==> config.mk <==
export PLATFORM = sky130hd
export DESIGN_NAME = time_of_day_relay_scheduler
export DESIGN_NICKNAME = d
export VERILOG_FILES = /design/src/sv/tdrs_pkg.sv /design/src/sv/tdrs_schedule.sv /design/src/sv/tdrs_clock.sv /design/src/sv/time_of_day_relay_scheduler.sv
export SDC_FILE = /design/constraint.sdc
export NUM_CORES = 1
export LEC_CHECK = 0
export BUFFER_PORTS_ARGS = -buffer_cell sky130_fd_sc_hd__clkbuf_2
export CORE_MARGIN = 10
export CORE_UTILIZATION = 55
export CTS_BUF_LIST = sky130_fd_sc_hd__clkbuf_4 sky130_fd_sc_hd__clkbuf_8
export CTS_CLUSTER_DIAMETER = 40
export DETAILED_ROUTE_END_ITERATION = 10
export PLACE_DENSITY = 0.73
export SYNTH_ARGS = -nofsm -noshare
export SYNTH_HDL_FRONTEND = slang
export SYNTH_HIERARCHICAL = 1
export SYNTH_SLANG_ARGS = --single-unit
==> constraint.sdc <==
create_clock -name clk_i -period 8.1 [get_ports clk_i]
set_input_delay 2.025 -clock clk_i [delete_from_list [all_inputs] [get_ports clk_i]]
set_output_delay 2.025 -clock clk_i [all_outputs]
set_load 0.005 [all_outputs]
==> src/sv/tdrs_pkg.sv <==
// shared types, codes and constants for the time-of-day relay scheduler
package tdrs_pkg;

  localparam int unsigned SLOTS      = 24;
  localparam int unsigned SLOT_W     = 5;
  localparam int unsigned HOUR_W     = 5;
  localparam int unsigned MIN_W      = 6;
  localparam int unsigned SEC_W      = 6;
  localparam int unsigned BYTE_W     = 8;

  localparam logic [HOUR_W-1:0] HOUR_MAX = HOUR_W'(23);
  localparam logic [MIN_W-1:0]  MIN_MAX  = MIN_W'(59);
  localparam logic [SEC_W-1:0]  SEC_MAX  = SEC_W'(59);

  localparam logic [BYTE_W-1:0] SLOT_ON  = 8'hff;
  localparam logic [BYTE_W-1:0] SLOT_OFF = 8'h00;

  typedef enum logic [1:0] {
    ACT_TICK       = 2'd0,
    ACT_SET_TIME   = 2'd1,
    ACT_WRITE_SLOT = 2'd2
  } action_e;

  typedef struct packed {
    logic              en;
    logic [SLOT_W-1:0] idx;
    logic [BYTE_W-1:0] bits;
  } sched_wr_t;

  typedef struct packed {
    logic [HOUR_W-1:0] hour_now;
    logic [MIN_W-1:0]  minute_now;
    logic [SEC_W-1:0]  second_now;
    logic              second_boundary;
    logic              sample_due;
    logic              report_due;
    logic              relay_on;
    logic              led_on;
  } result_t;

  function automatic logic [BYTE_W-1:0] slot_reset(input logic [SLOT_W-1:0] h);
    logic night;
    night = (h <= SLOT_W'(5)) || ((h >= SLOT_W'(17)) && (h <= SLOT_W'(22)));
    return night ? SLOT_ON : SLOT_OFF;
  endfunction

endpackage

==> src/sv/tdrs_schedule.sv <==
// hourly schedule store with day/night reset pattern
module tdrs_schedule
  import tdrs_pkg::*;
(
  input  logic              clk_i,
  input  logic              rst_ni,
  input  sched_wr_t         wr_i,
  input  logic [SLOT_W-1:0] rd_slot_i,
  output logic [BYTE_W-1:0] rd_byte_o
);

  logic [BYTE_W-1:0] table_q [SLOTS];

  always_ff @(posedge clk_i or negedge rst_ni) begin
    if (!rst_ni) begin
      for (int h = 0; h < SLOTS; h++) begin
        table_q[h] <= slot_reset(SLOT_W'(h));
      end
    end else if (wr_i.en) begin
      table_q[wr_i.idx] <= wr_i.bits;
    end
  end

  assign rd_byte_o = table_q[rd_slot_i];

endmodule

==> src/sv/tdrs_clock.sv <==
// prescaler, time-of-day counters, event flags and relay latch
module tdrs_clock
  import tdrs_pkg::*;
#(
  parameter int unsigned TICKS_PER_SECOND = 10
) (
  input  logic              clk_i,
  input  logic              rst_ni,
  input  logic              fire_i,
  input  action_e           action_i,
  input  logic [HOUR_W-1:0] hour_value_i,
  input  logic [MIN_W-1:0]  minute_value_i,
  input  logic [SEC_W-1:0]  second_value_i,
  input  logic [SLOT_W-1:0] slot_index_i,
  input  logic [BYTE_W-1:0] slot_bits_i,
  input  logic [BYTE_W-1:0] sched_byte_i,
  output logic [SLOT_W-1:0] rd_slot_o,
  output sched_wr_t         wr_o,
  output result_t           res_o
);

  localparam int unsigned PW = $clog2(TICKS_PER_SECOND);
  localparam logic [PW-1:0] PRE_LAST = PW'(TICKS_PER_SECOND - 1);

  logic [PW-1:0]     pre_q, pre_d;
  logic [SEC_W-1:0]  sec_q, sec_d;
  logic [MIN_W-1:0]  min_q, min_d;
  logic [HOUR_W-1:0] hour_q, hour_d;
  logic              relay_q, relay_d;
  logic              boundary, sample, report;
  logic [2:0]        decade;

  always_comb begin
    pre_d    = pre_q;
    sec_d    = sec_q;
    min_d    = min_q;
    hour_d   = hour_q;
    boundary = 1'b0;
    wr_o     = '0;
    case (action_i)
      ACT_TICK: begin
        if (pre_q >= PRE_LAST) begin
          pre_d    = '0;
          boundary = 1'b1;
          if (sec_q >= SEC_MAX) begin
            sec_d = '0;
            if (min_q >= MIN_MAX) begin
              min_d  = '0;
              hour_d = (hour_q >= HOUR_MAX) ? '0 : hour_q + 1'b1;
            end else begin
              min_d = min_q + 1'b1;
            end
          end else begin
            sec_d = sec_q + 1'b1;
          end
        end else begin
          pre_d = pre_q + 1'b1;
        end
      end
      ACT_SET_TIME: begin
        hour_d = (hour_value_i > HOUR_MAX) ? HOUR_MAX : hour_value_i;
        min_d  = (minute_value_i > MIN_MAX) ? MIN_MAX : minute_value_i;
        sec_d  = (second_value_i > SEC_MAX) ? SEC_MAX : second_value_i;
      end
      ACT_WRITE_SLOT: begin
        wr_o.en   = fire_i && (slot_index_i < SLOT_W'(SLOTS));
        wr_o.idx  = slot_index_i;
        wr_o.bits = slot_bits_i;
      end
      default: begin
      end
    endcase
  end

  // minute / 10 for minutes 0..59
  always_comb begin
    if      (min_d >= MIN_W'(50)) decade = 3'd5;
    else if (min_d >= MIN_W'(40)) decade = 3'd4;
    else if (min_d >= MIN_W'(30)) decade = 3'd3;
    else if (min_d >= MIN_W'(20)) decade = 3'd2;
    else if (min_d >= MIN_W'(10)) decade = 3'd1;
    else                          decade = 3'd0;
  end

  assign rd_slot_o = hour_d;

  always_comb begin
    relay_d = boundary ? sched_byte_i[decade] : relay_q;
    sample  = boundary && ((sec_d == SEC_W'(1))  || (sec_d == SEC_W'(11)) ||
                           (sec_d == SEC_W'(21)) || (sec_d == SEC_W'(31)) ||
                           (sec_d == SEC_W'(41)) || (sec_d == SEC_W'(51)));
    report  = boundary && !sample &&
              ((sec_d == SEC_W'(6)) || (sec_d == SEC_W'(36)));
  end

  always_comb begin
    res_o.hour_now        = hour_d;
    res_o.minute_now      = min_d;
    res_o.second_now      = sec_d;
    res_o.second_boundary = boundary;
    res_o.sample_due      = sample;
    res_o.report_due      = report;
    res_o.relay_on        = relay_d;
    res_o.led_on          = sec_d[0];
  end

  always_ff @(posedge clk_i or negedge rst_ni) begin
    if (!rst_ni) begin
      pre_q   <= '0;
      sec_q   <= '0;
      min_q   <= '0;
      hour_q  <= '0;
      relay_q <= 1'b0;
    end else if (fire_i) begin
      pre_q   <= pre_d;
      sec_q   <= sec_d;
      min_q   <= min_d;
      hour_q  <= hour_d;
      relay_q <= relay_d;
    end
  end

endmodule

==> src/sv/time_of_day_relay_scheduler.sv <==
// top level: input register, clock update, schedule store and result register
//
//   channel | direction | handshake                 | payload
//   in      | input     | in_valid_i / in_ready_o   | action, hour/minute/second value, slot
//   out     | output    | out_valid_o / out_ready_i | time now, event flags, relay, led
//
// one item per cycle sustained while the output is not stalled; a result beat is offered once
// its input beat has passed the input register and one update pass into the result register
// reset clears the counters and relay and loads the day/night schedule at once
// a stalled result holds in the output register while one more item waits in the
// input register; input ready drops only when both are full and the result is not taken
module time_of_day_relay_scheduler
  import tdrs_pkg::*;
#(
  parameter int unsigned TICKS_PER_SECOND = 10
) (
  input  logic              clk_i,
  input  logic              rst_ni,
  input  logic              in_valid_i,
  output logic              in_ready_o,
  input  logic [1:0]        action_i,
  input  logic [HOUR_W-1:0] hour_value_i,
  input  logic [MIN_W-1:0]  minute_value_i,
  input  logic [SEC_W-1:0]  second_value_i,
  input  logic [SLOT_W-1:0] slot_index_i,
  input  logic [BYTE_W-1:0] slot_bits_i,
  output logic              out_valid_o,
  input  logic              out_ready_i,
  output logic [HOUR_W-1:0] hour_now_o,
  output logic [MIN_W-1:0]  minute_now_o,
  output logic [SEC_W-1:0]  second_now_o,
  output logic              second_boundary_o,
  output logic              sample_due_o,
  output logic              report_due_o,
  output logic              relay_on_o,
  output logic              led_on_o
);

  logic              in_valid_q;
  action_e           action_q;
  logic [HOUR_W-1:0] hour_value_q;
  logic [MIN_W-1:0]  minute_value_q;
  logic [SEC_W-1:0]  second_value_q;
  logic [SLOT_W-1:0] slot_index_q;
  logic [BYTE_W-1:0] slot_bits_q;
  logic              out_valid_q;
  result_t           res_q, res_d;
  logic              advance, fire;
  logic [SLOT_W-1:0] rd_slot;
  logic [BYTE_W-1:0] sched_byte;
  sched_wr_t         sched_wr;

  assign advance    = !out_valid_q || out_ready_i;
  assign fire       = in_valid_q && advance;
  assign in_ready_o = !in_valid_q || advance;

  always_ff @(posedge clk_i or negedge rst_ni) begin
    if (!rst_ni) begin
      in_valid_q  <= 1'b0;
      out_valid_q <= 1'b0;
    end else begin
      if (in_ready_o) in_valid_q <= in_valid_i;
      if (advance) out_valid_q <= in_valid_q;
    end
  end

  always_ff @(posedge clk_i) begin
    if (in_valid_i && in_ready_o) begin
      action_q       <= action_e'(action_i);
      hour_value_q   <= hour_value_i;
      minute_value_q <= minute_value_i;
      second_value_q <= second_value_i;
      slot_index_q   <= slot_index_i;
      slot_bits_q    <= slot_bits_i;
    end
    if (fire) res_q <= res_d;
  end

  tdrs_clock #(
    .TICKS_PER_SECOND(TICKS_PER_SECOND)
  ) u_clock (
    .clk_i,
    .rst_ni,
    .fire_i         (fire),
    .action_i       (action_q),
    .hour_value_i   (hour_value_q),
    .minute_value_i (minute_value_q),
    .second_value_i (second_value_q),
    .slot_index_i   (slot_index_q),
    .slot_bits_i    (slot_bits_q),
    .sched_byte_i   (sched_byte),
    .rd_slot_o      (rd_slot),
    .wr_o           (sched_wr),
    .res_o          (res_d)
  );

  tdrs_schedule u_schedule (
    .clk_i,
    .rst_ni,
    .wr_i      (sched_wr),
    .rd_slot_i (rd_slot),
    .rd_byte_o (sched_byte)
  );

  assign out_valid_o       = out_valid_q;
  assign hour_now_o        = res_q.hour_now;
  assign minute_now_o      = res_q.minute_now;
  assign second_now_o      = res_q.second_now;
  assign second_boundary_o = res_q.second_boundary;
  assign sample_due_o      = res_q.sample_due;
  assign report_due_o      = res_q.report_due;
  assign relay_on_o        = res_q.relay_on;
  assign led_on_o          = res_q.led_on;

endmodule

==> flow_summary.json <==
{
  "outcome": "complete, no violations",
  "ant_nets": 0,
  "cp.required_ns": 8.38,
  "n_fill_cell": 1467,
  "dp_hpwl_um": 16100,
  "grt_use_met3_pct": 3.73,
  "netlist_area_um2": 10800,
  "p_leak_uw": 0.00512,
  "fin_skew_ns": 0.0387,
  "worst-r2r-setup-slack_ns": 2.59,
  "grt_usage_pct": 18.3,
  "fin_nets": 906,
  "die_h_um": 160,
  "setup_slack_ns": 2.59,
  "min_from": "u_clock/relay_q",
  "clkPwrFrac_pct": 35.5,
  "cts_tree": "yes",
  "grt_pass1_vias": 7344,
  "firstDrtPassIters": 5,
  "p_comb_share_pct": 22.0,
  "slew_violations": 0,
  "crit_chain": "ha_1 > o2111ai_1 > nor3_1 > and2_0 > nand2b_1 > o31ai_1 > a22o_4 > buf_4 > mux4_2 > o211ai_1 > nand3_1 > or3_1 > a31oi_1 > a31o_1 > o31ai_1",
  "syn_nets": 860,
  "hp-class": "flip-flop to flip-flop",
  "vias": 6892,
  "crit_top_cell": "o31ai_1",
  "postCtsSetupBuffers": 0,
  "syn2layout_area_growth_pct": 11.2,
  "cts_root_buf": "clkbuf_8",
  "drt_wl_total_um": 23600,
  "finalSetupViolCount": 0,
  "crit_path_max_fanout": 37,
  "instances_no_fill": 1159,
  "syn_inst": 818,
  "critPathBufInv": 1,
  "drt-vias-per-instance": 5.95,
  "whs_path_depth": 2,
  "preCtsSetupSlack_ns": 2.70,
  "cp_slowest_cell": "a22o_4",
  "core_area_um2": 19300,
  "tightest_slew_ns": 1.11,
  "num_antenna_cells": 0,
  "route.detailed.drc": 0,
  "power.density_nw_per_um2": 265,
  "grt_pass1_wl_um": 38600,
  "met2_usage_pct": 31.0,
  "grt_max_degree": 99,
  "post-route-period-util_pct": 68.0,
  "hold_viol_final": 0,
  "slew_headroom_pct": 25.7,
  "clk_pin_slew_ns": 0.06,
  "grt_overflow": 0,
  "num_rows": 51,
  "crit_type": "flip-flop to flip-flop",
  "hold_path_end": "u_clock/relay_q",
  "die_w_um": 160,
  "cts-htree-levels": 2,
  "timing.rr.start": "u_clock/sec_q[0]",
  "crit_arrival_ns": 5.78,
  "dr.first_iter.drc_count": 495,
  "grt_use_met1_pct": 23.0,
  "r2r_cells": 15,
  "clkSinkCount": 220,
  "switching_share_pct": 30.5,
  "multi_input_area_um2": 4530,
  "cp-end-kind": "flip-flop",
  "ir_drop_mv": 0.165,
  "holdBufCountCts": 0,
  "sequentialPowerShare_pct": 42.5,
  "synth_warnings": 6,
  "intPower_uw": 2210,
  "worstSkewPairLatency_ns": 0.53,
  "gp_congestion": 0.918,
  "final_core_util_pct": 61.9,
  "startpoint_type": "flip-flop",
  "cts.path.max_buffers": 3,
  "io_pins": 60,
  "switchingPower_uw": 967,
  "syn_avg_cell_area_um2": 13.2,
  "port-buffer-count": 57,
  "timing.rr.end": "relay_on_o",
  "fmax_mhz": 182,
  "cts_buffers": 38,
  "start_util_pct": 55.7,
  "cp_top_family": "compound AO/OA/AOI/OAI gates",
  "grt-busiest-layer": "met2",
  "wire_per_inst_um": 20.4,
  "drive_above_1_share_pct": 44.3,
  "cpPeakStageDelay_ns": 0.64,
  "tns_ns": 0,
  "post_cts_resized": 0,
  "place_inst": 1089,
  "antenna_found_initial": 0,
  "seq_area_um2": 5860,
  "die-area_um2": 25600,
  "rsz0062_at_grt": "no",
  "min_period_ns": 5.51,
  "maxCapViolations": 0
}
layout by cell type (no fill, tap or decap), types with 11 or more instances in the layout:
master,count
o21ai_0,18
clkbuf_4,11
mux4_2,12
clkbuf_2,56
nor2_1,24
clkbuf_8,47
inv_1,13
nand2b_1,13
nand2_1,43
and2_1,13
a21oi_1,19
dfrtp_1,96
nand3_1,27
mux2_2,151
a22oi_1,20
mux2i_1,51
dfstp_2,72
edfxtp_1,52
flip-flops by register name (all words and copies together) (netlist names), 2 cells and up:
signal / count
u_schedule/table_q: 144
minute_now_o: 6
minute_value_q: 6
second_now_o: 6
second_value_q: 6
slot_bits_q: 6
u_clock/min_q: 6
u_clock/sec_q: 6
hour_now_o: 5
hour_value_q: 5
slot_index_q: 5
u_clock/hour_q: 5
u_clock/pre_q: 4
action_q: 2
worst register-to-register path, delay by kind of cell, from the launching register on:
kind | cells | cell delay [ns]
compound gates | 7 | 1.79
mux | 1 | 0.58
buf+inv | 1 | 0.56
flops | 1 | 0.43
simple gates | 5 | 1.61
fa+ha+maj | 1 | 0.28
how the worst max path moves through the flow:
| stage | startpoint | to | cells past startpoint | slack [ns] |
|---|---|---|---|---|
| global placement | u_clock/sec_q[0] | relay_on_o | 15 | 2.80 |
| CTS | u_clock/sec_q[0] | relay_on_o | 15 | 2.66 |
| finish | u_clock/sec_q[0] | relay_on_o | 15 | 2.59 |
| floorplan | out_ready_i | u_schedule/table_q[88] | 8 | 3.25 |
| detailed placement | u_clock/sec_q[0] | relay_on_o | 15 | 2.70 |
| global route | u_clock/sec_q[0] | relay_on_o | 16 | 2.10 |
power groups by stage:
| stage | clock network [uW] | logic (uW) | registers [uW] |
|---|---|---|---|
| 2_1_floorplan | 0 | 562 | 1330 |
| 3_3_place_gp | 0 | 663 | 1350 |
| 3_5_place_dp | 0 | 690 | 1360 |
| 4_1_cts | 1150 | 693 | 1340 |
| 5_1_grt | 1210 | 764 | 1360 |
| 6_report | 1130 | 699 | 1350 |
area by class of cell:
cell class | count | share of cell area [%]
clock inverter | 12 | 1.25
inverter | 14 | 0.439
multi-input combinational | 528 | 37.8
tap | 265 | 2.77
sequential | 220 | 48.9
clock buffer | 58 | 6.09
timing repair buffer | 62 | 2.75
routing by layer:
| metal | vias up | wire length (um) |
|---|---|---|
| met5 | - | 0 |
| met4 | 0 | 477 |
| met3 | 46 | 1090 |
| met2 | 209 | 11800 |
| met1 | 3501 | 10300 |
| li1 | 3136 | - |
per-stage QoR:
| stage | hold slack, ns | instance area [um2] | power, uW |
|---|---|---|---|
| after floorplan | 0.448 | 10800 | 1890 |
| after global placement | 0.473 | 11100 | 2010 |
| after detailed placement | 0.470 | 11100 | 2050 |
| after CTS | 0.486 | 12000 | 3190 |
| after global routing | 0.514 | 12000 | 3330 |
| final | 0.484 | 12000 | 3170 |
Power figures use the tool's default switching activity.
